==> src/hdl/hrl_pkg.sv <==
// shared types, constants and tables for the heading rate limiter
`default_nettype none
package hrl_pkg;

    localparam int CORDIC_STAGES_DEF = 14;
    localparam int CFG_IDX_W = 8;
    localparam int CFG_DATA_W = 32;
    localparam int MUL_W = 32;
    localparam int DVD_W = 35;
    localparam int DVS_W = 20;
    localparam int ANG_W = 19;

    localparam logic [CFG_IDX_W-1:0] CFG_MAX_TURN_RATE = 8'd0;
    localparam logic [CFG_IDX_W-1:0] CFG_MIN_DIR_LEN = 8'd1;

    localparam logic [14:0] MTR_RESET = 15'd25736;
    localparam logic [16:0] MDL_RESET = 17'd6554;
    localparam logic [DVS_W-1:0] US_PER_S = 20'd1000000;

    localparam logic signed [ANG_W-1:0] ANG_PI = 19'sd25736;
    localparam logic signed [ANG_W-1:0] ANG_2PI = 19'sd51472;

    typedef struct packed {
        logic signed [31:0] dir_x;
        logic signed [31:0] dir_y;
        logic [19:0] elapsed_us;
    } t_in_item;

    typedef struct packed {
        logic signed [15:0] heading;
        logic signed [15:0] heading_rate;
    } t_out_item;

    typedef enum logic [3:0] {
        ST_IDLE,
        ST_MUL_X,
        ST_MUL_Y,
        ST_MUL_T,
        ST_TEST,
        ST_CORDIC,
        ST_MUL_C,
        ST_DIV_C,
        ST_MUL_Q,
        ST_DIV_Q,
        ST_DONE
    } t_state;

    function automatic logic [12:0] atan_entry(input logic [3:0] idx);
        logic [12:0] v;
        case (idx)
            4'd0: v = 13'd6434;
            4'd1: v = 13'd3798;
            4'd2: v = 13'd2007;
            4'd3: v = 13'd1019;
            4'd4: v = 13'd511;
            4'd5: v = 13'd256;
            4'd6: v = 13'd128;
            4'd7: v = 13'd64;
            4'd8: v = 13'd32;
            4'd9: v = 13'd16;
            4'd10: v = 13'd8;
            4'd11: v = 13'd4;
            4'd12: v = 13'd2;
            4'd13: v = 13'd1;
            default: v = 13'd0;
        endcase
        return v;
    endfunction

endpackage
`default_nettype wire

==> src/hdl/hrl_smul.sv <==
// bit-serial shift-add multiplier, one multiplier bit per cycle
`default_nettype none
module hrl_smul (
    input  wire logic                          i_clk,
    input  wire logic                          i_rst_n,
    input  wire logic                          i_start,
    input  wire logic [hrl_pkg::MUL_W-1:0]     i_a,
    input  wire logic [hrl_pkg::MUL_W-1:0]     i_b,
    output logic                               o_done,
    output logic [2*hrl_pkg::MUL_W-1:0]        o_prod
);
    localparam int W = hrl_pkg::MUL_W;
    localparam int CW = $clog2(W);

    logic [2*W-1:0] r_acc;
    logic [W-1:0]   r_a;
    logic [W-1:0]   r_b;
    logic [CW-1:0]  r_cnt;
    logic           r_busy;
    logic           r_done;
    logic [W:0]     n_sum;

    always_comb begin
        n_sum = {1'b0, r_acc[2*W-1:W]} + (r_b[0] ? {1'b0, r_a} : {(W+1){1'b0}});
    end

    always_ff @(posedge i_clk) begin
        if (!i_rst_n) begin
            r_busy <= 1'b0;
            r_done <= 1'b0;
            r_cnt  <= '0;
        end else begin
            r_done <= 1'b0;
            if (i_start) begin
                r_busy <= 1'b1;
                r_cnt  <= '0;
            end else if (r_busy) begin
                r_cnt <= r_cnt + 1'b1;
                if (r_cnt == CW'(W-1)) begin
                    r_busy <= 1'b0;
                    r_done <= 1'b1;
                end
            end
        end
    end

    always_ff @(posedge i_clk) begin
        if (i_start) begin
            r_acc <= '0;
            r_a   <= i_a;
            r_b   <= i_b;
        end else if (r_busy) begin
            r_acc <= {n_sum, r_acc[W-1:1]};
            r_b   <= {1'b0, r_b[W-1:1]};
        end
    end

    assign o_done = r_done;
    assign o_prod = r_acc;
endmodule
`default_nettype wire

==> src/hdl/hrl_sdiv.sv <==
// bit-serial restoring divider, one quotient bit per cycle
`default_nettype none
module hrl_sdiv (
    input  wire logic                          i_clk,
    input  wire logic                          i_rst_n,
    input  wire logic                          i_start,
    input  wire logic [hrl_pkg::DVD_W-1:0]     i_dvd,
    input  wire logic [hrl_pkg::DVS_W-1:0]     i_dvs,
    output logic                               o_done,
    output logic [hrl_pkg::DVD_W-1:0]          o_quo
);
    localparam int QW = hrl_pkg::DVD_W;
    localparam int SW = hrl_pkg::DVS_W;
    localparam int CW = $clog2(QW);

    logic [QW-1:0] r_q;
    logic [SW-1:0] r_rem;
    logic [SW-1:0] r_dvs;
    logic [CW-1:0] r_cnt;
    logic          r_busy;
    logic          r_done;
    logic [SW:0]   n_trial;
    logic [SW:0]   n_diff;
    logic          n_bit;

    always_comb begin
        n_trial = {r_rem, r_q[QW-1]};
        n_diff  = n_trial - {1'b0, r_dvs};
        n_bit   = (n_trial >= {1'b0, r_dvs});
    end

    always_ff @(posedge i_clk) begin
        if (!i_rst_n) begin
            r_busy <= 1'b0;
            r_done <= 1'b0;
            r_cnt  <= '0;
        end else begin
            r_done <= 1'b0;
            if (i_start) begin
                r_busy <= 1'b1;
                r_cnt  <= '0;
            end else if (r_busy) begin
                r_cnt <= r_cnt + 1'b1;
                if (r_cnt == CW'(QW-1)) begin
                    r_busy <= 1'b0;
                    r_done <= 1'b1;
                end
            end
        end
    end

    always_ff @(posedge i_clk) begin
        if (i_start) begin
            r_q   <= i_dvd;
            r_rem <= '0;
            r_dvs <= i_dvs;
        end else if (r_busy) begin
            r_rem <= n_bit ? n_diff[SW-1:0] : n_trial[SW-1:0];
            r_q   <= {r_q[QW-2:0], n_bit};
        end
    end

    assign o_done = r_done;
    assign o_quo  = r_q;
endmodule
`default_nettype wire

==> src/hdl/hrl_cordic.sv <==
// iterative vectoring cordic, one rotation per cycle, gives atan2 in q3.13
`default_nettype none
module hrl_cordic #(
    parameter int STAGES = hrl_pkg::CORDIC_STAGES_DEF
) (
    input  wire logic               i_clk,
    input  wire logic               i_rst_n,
    input  wire logic               i_start,
    input  wire logic signed [31:0] i_x,
    input  wire logic signed [31:0] i_y,
    output logic                    o_done,
    output logic signed [15:0]      o_angle
);
    localparam int XW = 52;
    localparam int CW = $clog2(STAGES);
    localparam int AW = hrl_pkg::ANG_W;

    logic signed [XW-1:0] r_x;
    logic signed [XW-1:0] r_y;
    logic signed [AW-1:0] r_z;
    logic [CW-1:0]        r_cnt;
    logic                 r_busy;
    logic                 r_done;

    logic signed [XW-1:0] n_x0;
    logic signed [XW-1:0] n_y0;
    logic signed [AW-1:0] n_z0;
    logic signed [XW-1:0] n_xs;
    logic signed [XW-1:0] n_ys;
    logic signed [AW-1:0] n_tab;
    logic signed [AW-1:0] n_wrap;

    always_comb begin
        if (i_x < 0) begin
            n_x0 = -(XW'(i_x)) <<< 16;
            n_y0 = -(XW'(i_y)) <<< 16;
            n_z0 = (i_y >= 0) ? hrl_pkg::ANG_PI : -hrl_pkg::ANG_PI;
        end else begin
            n_x0 = XW'(i_x) <<< 16;
            n_y0 = XW'(i_y) <<< 16;
            n_z0 = '0;
        end
        n_xs  = r_x >>> r_cnt;
        n_ys  = r_y >>> r_cnt;
        n_tab = AW'(hrl_pkg::atan_entry(4'(r_cnt)));
        if (r_z > hrl_pkg::ANG_PI) begin
            n_wrap = r_z - hrl_pkg::ANG_2PI;
        end else if (r_z < -hrl_pkg::ANG_PI) begin
            n_wrap = r_z + hrl_pkg::ANG_2PI;
        end else begin
            n_wrap = r_z;
        end
    end

    always_ff @(posedge i_clk) begin
        if (!i_rst_n) begin
            r_busy <= 1'b0;
            r_done <= 1'b0;
            r_cnt  <= '0;
        end else begin
            r_done <= 1'b0;
            if (i_start) begin
                r_busy <= 1'b1;
                r_cnt  <= '0;
            end else if (r_busy) begin
                r_cnt <= r_cnt + 1'b1;
                if (r_cnt == CW'(STAGES-1)) begin
                    r_busy <= 1'b0;
                    r_done <= 1'b1;
                end
            end
        end
    end

    always_ff @(posedge i_clk) begin
        if (i_start) begin
            r_x <= n_x0;
            r_y <= n_y0;
            r_z <= n_z0;
        end else if (r_busy) begin
            if (r_y >= 0) begin
                r_x <= r_x + n_ys;
                r_y <= r_y - n_xs;
                r_z <= r_z + n_tab;
            end else begin
                r_x <= r_x - n_ys;
                r_y <= r_y + n_xs;
                r_z <= r_z - n_tab;
            end
        end
    end

    assign o_done  = r_done;
    assign o_angle = n_wrap[15:0];
endmodule
`default_nettype wire

==> src/hdl/heading_rate_limiter_core.sv <==
// top level of the heading rate limiter: sequencer, limit logic and filter state
// from input accept to output valid: three multiplier passes, the length test, the cordic pass,
// then multiplier, divider, multiplier, divider and the output load; the cordic pass is skipped
// when the vector is short and the held heading is used as the target
// one item at a time; input waits for the output load, which waits while the output is stalled
// synchronous active-low reset clears state, filter history and registers to defaults
`default_nettype none
module heading_rate_limiter_core #(
    parameter int CORDIC_STAGES = hrl_pkg::CORDIC_STAGES_DEF
) (
    input  wire logic                              i_clk,
    input  wire logic                              i_rst_n,
    input  wire logic                              i_in_valid,
    output logic                                   o_in_stall,
    input  wire hrl_pkg::t_in_item                 i_in,
    output logic                                   o_out_valid,
    input  wire logic                              i_out_stall,
    output hrl_pkg::t_out_item                     o_out,
    input  wire logic                              i_cfg_valid,
    output logic                                   o_cfg_ready,
    input  wire logic [hrl_pkg::CFG_IDX_W-1:0]     i_cfg_index,
    input  wire logic [hrl_pkg::CFG_DATA_W-1:0]    i_cfg_data
);
    localparam int AW = hrl_pkg::ANG_W;

    hrl_pkg::t_state r_state, n_state;
    logic r_run, n_run;
    logic r_out_valid;
    hrl_pkg::t_out_item r_out;

    logic [14:0] r_mtr;
    logic [16:0] r_mdl;
    logic signed [15:0] r_prev_h;
    logic signed [15:0] r_prev_r;

    logic signed [31:0] r_dx;
    logic signed [31:0] r_dy;
    logic [31:0] r_ax;
    logic [31:0] r_ay;
    logic [19:0] r_el;
    logic [63:0] r_len2;
    logic [33:0] r_thr2;
    logic signed [15:0] r_target;
    logic [14:0] r_change;

    logic mul_start, mul_done;
    logic [31:0] mul_a, mul_b;
    logic [63:0] mul_prod;
    logic div_start, div_done;
    logic [hrl_pkg::DVD_W-1:0] div_dvd, div_quo;
    logic [hrl_pkg::DVS_W-1:0] div_dvs;
    logic cor_start, cor_done;
    logic signed [15:0] cor_angle;

    logic accept, load_out;

    logic signed [AW-1:0] prev_s, ch_s, rmax_s, diff, diff_mag;
    logic signed [AW-1:0] plus_w, minus_w, yaw, rate, step, qrate, yaw_f, rate_f;
    logic signed [AW-1:0] qmag;

    assign accept = (r_state == hrl_pkg::ST_IDLE) && i_in_valid;
    assign o_in_stall = (r_state != hrl_pkg::ST_IDLE);
    assign o_cfg_ready = 1'b1;
    assign o_out_valid = r_out_valid;
    assign o_out = r_out;

    hrl_smul u_mul (
        .i_clk(i_clk), .i_rst_n(i_rst_n), .i_start(mul_start),
        .i_a(mul_a), .i_b(mul_b), .o_done(mul_done), .o_prod(mul_prod)
    );

    hrl_sdiv u_div (
        .i_clk(i_clk), .i_rst_n(i_rst_n), .i_start(div_start),
        .i_dvd(div_dvd), .i_dvs(div_dvs), .o_done(div_done), .o_quo(div_quo)
    );

    hrl_cordic #(.STAGES(CORDIC_STAGES)) u_cordic (
        .i_clk(i_clk), .i_rst_n(i_rst_n), .i_start(cor_start),
        .i_x(r_dx), .i_y(r_dy), .o_done(cor_done), .o_angle(cor_angle)
    );

    // limit and filter
    always_comb begin
        prev_s   = AW'(r_prev_h);
        ch_s     = AW'({1'b0, r_change});
        rmax_s   = AW'({1'b0, r_mtr});
        diff     = AW'(r_target) - prev_s;
        diff_mag = (diff < 0) ? -diff : diff;
        plus_w   = prev_s + ch_s;
        if (plus_w > hrl_pkg::ANG_PI) begin
            plus_w = plus_w - hrl_pkg::ANG_2PI;
        end
        minus_w = prev_s - ch_s;
        if (minus_w < -hrl_pkg::ANG_PI) begin
            minus_w = minus_w + hrl_pkg::ANG_2PI;
        end
        qmag = AW'({1'b0, div_quo[15:0]});
        if (diff < 0) begin
            qrate = (div_quo > 35'd32768) ? -19'sd32768 : -qmag;
        end else begin
            qrate = (div_quo > 35'd32767) ? 19'sd32767 : qmag;
        end
        if (diff > hrl_pkg::ANG_PI) begin
            yaw  = (diff - hrl_pkg::ANG_2PI < -ch_s) ? minus_w : AW'(r_target);
            rate = -rmax_s;
        end else if (diff < -hrl_pkg::ANG_PI) begin
            yaw  = (diff + hrl_pkg::ANG_2PI > ch_s) ? plus_w : AW'(r_target);
            rate = rmax_s;
        end else if (diff < -ch_s) begin
            yaw  = minus_w;
            rate = -rmax_s;
        end else if (diff > ch_s) begin
            yaw  = plus_w;
            rate = rmax_s;
        end else begin
            yaw  = AW'(r_target);
            rate = qrate;
        end
        step = yaw - prev_s;
        if (step < 0) begin
            step = -step;
        end
        yaw_f  = (step <= ch_s) ? ((prev_s + yaw) >>> 1) : yaw;
        rate_f = (AW'(r_prev_r) + rate) >>> 1;
    end

    // unit operands
    always_comb begin
        mul_a = '0;
        mul_b = '0;
        case (r_state)
            hrl_pkg::ST_MUL_X: begin
                mul_a = r_ax;
                mul_b = r_ax;
            end
            hrl_pkg::ST_MUL_Y: begin
                mul_a = r_ay;
                mul_b = r_ay;
            end
            hrl_pkg::ST_MUL_T: begin
                mul_a = {15'd0, r_mdl};
                mul_b = {15'd0, r_mdl};
            end
            hrl_pkg::ST_MUL_C: begin
                mul_a = {17'd0, r_mtr};
                mul_b = {12'd0, r_el};
            end
            hrl_pkg::ST_MUL_Q: begin
                mul_a = 32'(unsigned'(diff_mag));
                mul_b = {12'd0, hrl_pkg::US_PER_S};
            end
            default: begin
                mul_a = '0;
                mul_b = '0;
            end
        endcase
        div_dvd = mul_prod[hrl_pkg::DVD_W-1:0];
        div_dvs = (r_state == hrl_pkg::ST_DIV_Q) ? r_el : hrl_pkg::US_PER_S;
    end

    // sequencer
    always_comb begin
        n_state   = r_state;
        n_run     = r_run;
        mul_start = 1'b0;
        div_start = 1'b0;
        cor_start = 1'b0;
        load_out  = 1'b0;
        case (r_state)
            hrl_pkg::ST_IDLE: begin
                if (i_in_valid) begin
                    n_state = hrl_pkg::ST_MUL_X;
                end
            end
            hrl_pkg::ST_MUL_X, hrl_pkg::ST_MUL_Y, hrl_pkg::ST_MUL_T,
            hrl_pkg::ST_MUL_C, hrl_pkg::ST_MUL_Q: begin
                if (!r_run) begin
                    mul_start = 1'b1;
                    n_run = 1'b1;
                end else if (mul_done) begin
                    n_run = 1'b0;
                    case (r_state)
                        hrl_pkg::ST_MUL_X: n_state = hrl_pkg::ST_MUL_Y;
                        hrl_pkg::ST_MUL_Y: n_state = hrl_pkg::ST_MUL_T;
                        hrl_pkg::ST_MUL_T: n_state = hrl_pkg::ST_TEST;
                        hrl_pkg::ST_MUL_C: n_state = hrl_pkg::ST_DIV_C;
                        default:           n_state = hrl_pkg::ST_DIV_Q;
                    endcase
                end
            end
            hrl_pkg::ST_TEST: begin
                n_state = (r_len2 > {30'd0, r_thr2}) ? hrl_pkg::ST_CORDIC
                                                     : hrl_pkg::ST_MUL_C;
            end
            hrl_pkg::ST_CORDIC: begin
                if (!r_run) begin
                    cor_start = 1'b1;
                    n_run = 1'b1;
                end else if (cor_done) begin
                    n_run = 1'b0;
                    n_state = hrl_pkg::ST_MUL_C;
                end
            end
            hrl_pkg::ST_DIV_C, hrl_pkg::ST_DIV_Q: begin
                if (!r_run) begin
                    div_start = 1'b1;
                    n_run = 1'b1;
                end else if (div_done) begin
                    n_run = 1'b0;
                    n_state = (r_state == hrl_pkg::ST_DIV_C) ? hrl_pkg::ST_MUL_Q
                                                             : hrl_pkg::ST_DONE;
                end
            end
            hrl_pkg::ST_DONE: begin
                if (!r_out_valid || !i_out_stall) begin
                    load_out = 1'b1;
                    n_state = hrl_pkg::ST_IDLE;
                end
            end
            default: begin
                n_state = hrl_pkg::ST_IDLE;
                n_run = 1'b0;
            end
        endcase
    end

    always_ff @(posedge i_clk) begin
        if (!i_rst_n) begin
            r_state     <= hrl_pkg::ST_IDLE;
            r_run       <= 1'b0;
            r_out_valid <= 1'b0;
            r_mtr       <= hrl_pkg::MTR_RESET;
            r_mdl       <= hrl_pkg::MDL_RESET;
            r_prev_h    <= '0;
            r_prev_r    <= '0;
        end else begin
            r_state <= n_state;
            r_run   <= n_run;
            if (load_out) begin
                r_out_valid <= 1'b1;
                r_prev_h    <= yaw_f[15:0];
                r_prev_r    <= rate_f[15:0];
            end else if (!i_out_stall) begin
                r_out_valid <= 1'b0;
            end
            if (i_cfg_valid) begin
                if (i_cfg_index == hrl_pkg::CFG_MAX_TURN_RATE) begin
                    r_mtr <= i_cfg_data[14:0];
                end else if (i_cfg_index == hrl_pkg::CFG_MIN_DIR_LEN) begin
                    r_mdl <= i_cfg_data[16:0];
                end
            end
        end
    end

    always_ff @(posedge i_clk) begin
        if (accept) begin
            r_dx <= i_in.dir_x;
            r_dy <= i_in.dir_y;
            r_ax <= (i_in.dir_x < 0) ? 32'(-i_in.dir_x) : 32'(i_in.dir_x);
            r_ay <= (i_in.dir_y < 0) ? 32'(-i_in.dir_y) : 32'(i_in.dir_y);
            r_el <= (i_in.elapsed_us == 20'd0) ? 20'd1 : i_in.elapsed_us;
        end
        if (mul_done && r_state == hrl_pkg::ST_MUL_X) begin
            r_len2 <= mul_prod;
        end
        if (mul_done && r_state == hrl_pkg::ST_MUL_Y) begin
            r_len2 <= r_len2 + mul_prod;
        end
        if (mul_done && r_state == hrl_pkg::ST_MUL_T) begin
            r_thr2 <= mul_prod[33:0];
        end
        if (r_state == hrl_pkg::ST_TEST) begin
            r_target <= r_prev_h;
        end
        if (cor_done && r_state == hrl_pkg::ST_CORDIC) begin
            r_target <= cor_angle;
        end
        if (div_done && r_state == hrl_pkg::ST_DIV_C) begin
            r_change <= div_quo[14:0];
        end
        if (load_out) begin
            r_out.heading      <= yaw_f[15:0];
            r_out.heading_rate <= rate_f[15:0];
        end
    end
endmodule
`default_nettype wire

==> config.mk <==
export PLATFORM = sky130hd
export DESIGN_NAME = heading_rate_limiter_core
export DESIGN_NICKNAME = d
export VERILOG_FILES = /design/src/hdl/hrl_pkg.sv /design/src/hdl/hrl_smul.sv /design/src/hdl/hrl_sdiv.sv /design/src/hdl/hrl_cordic.sv /design/src/hdl/heading_rate_limiter_core.sv
export SDC_FILE = /design/constraint.sdc
export NUM_CORES = 2
export LEC_CHECK = 0
export BUFFER_PORTS_ARGS = -buffer_cell sky130_fd_sc_hd__clkbuf_2
export CORE_MARGIN = 4
export CORE_UTILIZATION = 59
export DETAILED_ROUTE_END_ITERATION = 12
export GPL_TIMING_DRIVEN = 0
export PLACE_DENSITY = 0.79
export SLEW_MARGIN = 20
export SYNTH_ARGS = -nofsm -noshare
export SYNTH_HDL_FRONTEND = slang
export SYNTH_HIERARCHICAL = 1
export SYNTH_SLANG_ARGS = --single-unit
==> constraint.sdc <==
create_clock -name i_clk -period 10.5 [get_ports i_clk]
set_input_delay 1.575 -clock i_clk [delete_from_list [all_inputs] [get_ports i_clk]]
set_output_delay 1.575 -clock i_clk [all_outputs]
set_load 0.03 [all_outputs]
# Word-level counts from Yosys, hierarchy flattened
# Memories as Yosys holds them, arrays and structs flattened. A register that Yosys moved wholly into a read port is not among the register bits.
# Index checks and enable logic that the tools add are counted.
# Widths: inputs -> output; s select.
[word_totals] mem_bits_ro=208 memories=1 reg_bits=726 inputBits=129 word_cells=240
[op_classes] n_eq_ne=23 n_lt_le_gt_ge=22 addsub=33 n_reduce_logical=30 shift=2 bitwise=5 n_mux=88
[mem_list] name="(name not given)" words=16 word_bits=13 rd=1 rd_ports_with_merged_regs=1 wr=0 line_no="hrl_pkg.sv:50" text="case (idx)"
[op_table] op="$mux 52" n=8
[op_table] op="$pmux 32 s5" n=2
[op_table] op="$mux 19" n=15
[op_table] op="$mux 32" n=5
[op_table] op="$mux 64" n=2
[op_table] op="$add 52x52->52" n=2
[op_table] op="$sshr 52x4->52" n=2
[op_table] op="$sub 52x52->52" n=2
[op_table] op="$mux 17" n=6
[op_table] op="$lt 32x1->1 const B" n=3
[op_table] op="$mux 16" n=6
[op_table] op="$neg 32->36" n=2
[op_table] op="$mux 35" n=2
[op_table] op="$add 64x64->64" n=1
[op_table] op="$gt 64x34->1" n=1
[op_table] op="$neg 32->32" n=2
[op_table] op="$ge 52x1->1 const B" n=1
[op_table] op="$mux 4" n=10
[op_table] op="$add 17x17->18 const B" n=2
[op_table] op="$sub 17x17->18 const B" n=2
[op_table] op="$gt 35x15->1 const B" n=1
[op_table] op="$gt 35x16->1 const B" n=1
[op_table] op="$add 16x17->17" n=2
[op_table] op="$gt 17x16->1 const B" n=2
[op_table] op="other kinds (59)" n=121

# Depth between registers and ports, before layout
[logic_depth] ltp_word=12 ltp_mapped=55 mapped_depth_nobuf=50

# By module
# The synthesis kept the hierarchy.
[modules_own_cells] module="heading_rate_limiter_core" seq_area_each_um2=10620.2 cells_each=3283 n_inst=1 area_per_inst_um2=30067.6
[modules_own_cells] module="hrl_cordic" seq_area_each_um2=4073.9 cells_each=2633 n_inst=1 area_per_inst_um2=22272.6
[modules_own_cells] module="hrl_smul" seq_area_each_um2=3343.2 cells_each=632 n_inst=1 area_per_inst_um2=6782.8
[modules_own_cells] module="hrl_sdiv" seq_area_each_um2=2212.1 cells_each=412 n_inst=1 area_per_inst_um2=4478.0

# Least setup slack after synthesis
# Ideal clock, no wire load.
[synth_timing] path_type="reg2reg" from="register r_prev_h[6]" to="register r_out (netlist bit o_out[20]), data pin" path_buffers=6 setup_time_ps=260 arrival_ps=9832 stages_incl_launch_ff=51 setup_slack_ps=408 required_time_ps=10240 synth_period_minus_slack_ps=10092 cell_sequence="dfxtp_1 -> inv_1 -> ha_1 -> buf_6 -> a211o_1 -> and2_4 -> o31a_1 -> a211oi_2 -> clkbuf_1 -> nand3_1 -> xor2_1 -> ha_1 -> a21o_1 -> a21o_1 -> a21oi_1 -> nand3_1 -> o21ai_0 -> o31ai_1 -> [15 not listed] -> o31ai_1 -> a21oi_1 -> a21oi_1 -> clkbuf_1 -> nor2_1 -> xor2_1 -> ha_1 -> a21o_1 -> a21o_1 -> a21oi_1 -> o211ai_1 -> a221oi_1 -> a31oi_1 -> a221oi_1 -> nand2_1 -> buf_2 -> buf_2 -> mux2_2"
[synth_via] elab_chain_len=12 word_cells_on_any_way=30 classes_between="add/sub (10); order compare (10); mux (10)"
[synth_lines] element="from (decl)" line_no="heading_rate_limiter_core.sv:33" text="logic signed [15:0] r_prev_h;"
[synth_lines] element="from (signal assigned)" line_no="heading_rate_limiter_core.sv:241" text="r_prev_h <= yaw_f[15:0];"
[synth_lines] element="branches (longest 11 deep; another with $sub 19x16->19)"
[synth_lines] element="$mux 16 (*)" line_no="heading_rate_limiter_core.sv:123" text="yaw_f = (step <= ch_s) ? ((prev_s + yaw) >>> 1) : yaw;"
[synth_lines] element="net yaw_f[4]" line_no="heading_rate_limiter_core.sv:58" text="logic signed [AW-1:0] plus_w, minus_w, yaw, rate, step, qrate, yaw_f, rate_f;"
[synth_lines] element="to (decl)" line_no="heading_rate_limiter_core.sv:29" text="hrl_pkg::t_out_item r_out;"
# Mark *: on every way through the listed nets, which the timed path passes.
# A chain may end at the register's enable or synchronous reset.

# Worst setup path after layout
[layout_timing] from="register r_prev_h[6]" to="register r_out (netlist bit o_out[19]), data pin"
# The elaborated chain is that of the path after synthesis.

==> flow_metrics.py <==
metrics = {
    "floorplanning": {
        "rows": 120,
        "die_area_um2": 113000,
        "die_w_um": 336,
        "die_h_um": 336,
        "ioPinCount": 164,
        "start_util_pct": 59.4,
        "coreArea_um2": 107000,
    },
    "placed_design": {
        "postPlaceCellArea_um2": 66400,
        "dp_hpwl_um": 191000,
        "io_buffers": 147,
        "place.gp.congestion": 1.05,
    },
    "sta": {
        "tightest_slew_ns": 1.34,
        "skew_ns": 0.0729,
        "hold_viol": 0,
        "finalSetupViolations": 0,
        "final.setup.tns_ns": 0,
        "fin_crit_ns": 10.40,
        "fmax_ghz": 0.0962,
        "fin_crit_sh_pct": 99.0,
        "relSlewSlack_pct": 10.9,
        "drv_slew": 0,
    },
    "global_route": {
        "overflow": 0,
        "grt.total_usage_pct": 41.7,
        "grt_max_degree": 64,
        "grt_pass1_wl_um": 354000,
        "antenna_found_initial": 10,
        "grt_pass1_vias": 55700,
    },
    "pwr": {
        "peakVddDrop_v": 0.000121,
        "p_leak_nw": 27.7,
        "p_per_area_nw_per_um2": 144,
    },
    "final_layout": {
        "multi_input_area_um2": 41300,
        "stdcell_area_um2": 70700,
        "nNetsFinal": 7895,
        "syn2layout_area_growth_pct": 11.1,
        "final.fill_count": 8576,
        "seq_area_um2": 20300,
        "drive_gt1_share_pct": 13.1,
    },
    "yosys": {
        "synth_seq_cells": 737,
        "synth_ff_type": "edfxtp_1",
        "synth.distinct_cells": 139,
        "synth_area_um2": 63600,
        "synthArstFlopShare_pct": 0,
        "synth_area_leaders": "edfxtp_1, ha_1, dfxtp_1, xnor2_1, mux4_2",
        "syn_nets": 7583,
        "synth_top_area_cell": "edfxtp_1",
        "synth_edf_count": 549,
        "avgSynthCellArea_um2": 9.14,
        "synth_warnings": 6,
        "yosys.area.top_type_share_pct": 25.9,
        "yosysSeqAreaShare_pct": 31.8,
        "synthCells": 6960,
    },
    "clock_network": {
        "cts_root_buffer": "clkbuf_16",
        "cts_inserted_buffers": 82,
        "cts_sinks": 737,
        "clkTransAtPathRegs_ns": 0.06,
        "clock_insertion_delay_worst_skew_ns": 0.71,
        "cts_buffer_depth": 3,
        "cts_hold_buf": 0,
        "cts_tree": "yes",
        "htree_levels": 3,
    },
    "worst_setup_path": {
        "crit-reg2reg-launch": "r_prev_h[6]",
        "critPathCaptureType": "flop",
        "crit_type": "flop to flop",
        "cp-start-kind": "flop",
        "critical-path-slowest-cell": "ha_1",
        "cpPeakStageDelay_ns": 0.45,
        "crit_top_cell": "buf_4",
        "worstPathMaxFanout": 10,
        "worst-r2r-setup-slack_ns": 0.10,
        "worstPathRequired_ns": 10.96,
        "crit_arrival_ns": 10.86,
        "setup.worst_path.start": "r_prev_h[6]",
        "reg2reg_depth": 49,
    },
    "routing": {
        "routedWlPerCell_um": 28.0,
        "via_per_inst": 6.81,
        "routed_wl_um": 245000,
        "via_count": 59600,
        "initialDrtViolationCount": 7869,
        "ant_nets": 0,
        "drc_errors": 0,
        "first_pass_iters": 9,
    },
    "min_path": {
        "holdCritPathClass": "flop to flop",
        "hp-start": "r_prev_r[5]",
        "hold_depth": 2,
    },
    "status": {
        "outcome": "complete, no violations",
    },
    "job": {
        "cap_violations": 0,
    },
}
## sequential cells by signal (all words and copies together), names as in the netlist, 34 cells and up
register,cells
u_div/o_quo,35
u_mul/o_prod,64
r_thr2,34
u_cordic/r_y,52
u_cordic/r_x,52
r_len2,64
## synthesized netlist by cell type, types with 68 or more instances
master and count:
nor2_1 498, clkbuf_1 214, a31oi_1 80, nand2b_1 76, nor3_1 162, inv_1 290
a21oi_1 455, ha_1 482, nand2_1 671, a21o_1 195, nand4_1 72, edfxtp_1 549
mux2_2 142, xnor2_1 388, nand3_1 143, and2_1 87, mux4_2 114, o31ai_1 81
dfxtp_1 188, o21ai_0 448, or3_1 93, nor2b_1 68, xor2_1 184, a211oi_1 71
mux2i_1 168
## what timing repair did
| action | in CTS | in global routing |
|---|---|---|
| endpoints found under the hold margin | 0 | 0 |
| pin swaps | 19 | 36 |
| buffers inserted | 40 | 40 |
| setup endpoints to repair | 75 | 34 |
| gates resized for setup | 118 | 67 |
## cells by family after synthesis
kind of cell,synth area share [%]
buf+inv,4.24
fa+ha+maj,9.86
simple gates,16.5
mux,9.45
flops,31.8
xor+xnor,7.96
compound gates,20.1
other cells,0.00590
## layout by cell type, fill, tap and decap left out, drive strengths merged, types with 29 or more instances in the layout
cell type	Yosys	layout
a21oi	456	456
nand2	671	671
a211o	39	39
nand4	74	74
edfxtp	549	549
and3	50	50
o21a	60	60
o31ai	83	83
nor2b	69	69
nor4	55	55
a211oi	79	79
a21o	195	195
buf	122	209
nor3	166	166
or2	39	39
xnor2	390	390
mux2	148	148
o21bai	38	38
or4	29	29
clkbuf	216	461
dfxtp	188	188
mux2i	172	172
a31oi	81	81
nor2	500	500
nand2b	77	77
inv	295	298
nand3	144	144
o21ai	463	463
ha	482	482
mux4	115	115
or3	94	94
o211ai	56	56
and2	88	88
o41ai	35	35
xor2	184	184
nor3b	29	29
## where the power goes
part	total (mW)	internal [mW]	switching, mW	leakage [nW]
Combinational	3.16	1.21	1.94	19.6
Clock	3.16	1.82	1.34	1.41
Sequential	3.83	3.58	0.250	6.68
Total	10.1	6.62	3.53	27.7
## critical path, delay by kind of cell, from the launching register on
kind / cells / cell delay (ns)
buffers and inverters: 12 / 1.88
multiplexers: 1 / 0.33
AO/OA/AOI/OAI: 24 / 5.10
XOR/XNOR: 1 / 0.16
flip-flops: 1 / 0.41
AND/OR/NAND/NOR: 7 / 0.92
adder cells (fa/ha/maj): 4 / 1.33
## per-stage QoR
step | power [mW] | util, % | setup slack [ns] | hold slack [ns] | std cells
2_1_floorplan | 5.96 | - | 0.408 | 0.441 | 6960
3_3_place_gp | 6.76 | 61.7 | -2.36 | 0.449 | 8510
3_5_place_dp | 6.84 | 62.0 | -2.56 | 0.452 | 8521
4_1_cts | 10.0 | 65.5 | 0.0121 | 0.463 | 8707
5_1_grt | 10.5 | 66.0 | -0.140 | 0.474 | 8743
6_report | 10.1 | 66.0 | 0.103 | 0.465 | 8747
## layout make-up
type                    count  area share, %
inverters                 299           1.63
well taps                1403           2.48
clock buffers             104           3.18
multi-input cells        5585           58.5
repair buffers            238           2.24
plain buffers             329           2.28
flip-flops and latches    737           28.7
diodes                      4         0.0142
clock inverters            48          0.956
## layer usage
layer,GRT usage [%],up-vias,part of all wire (%)
li1,-,26600,-
met1,56.1,28700,40
met2,63.0,3550,43
met3,11.3,710,12
met4,18.9,12,5.5
met5,0.936,-,0.073
## path summary, 6_finish.rpt
path	endpoint
max	o_out[19]
min	r_prev_r[5]
max reg2reg	o_out[19]
min reg2reg	r_prev_r[5]
Note: power is estimated with default switching activity, not from simulation.
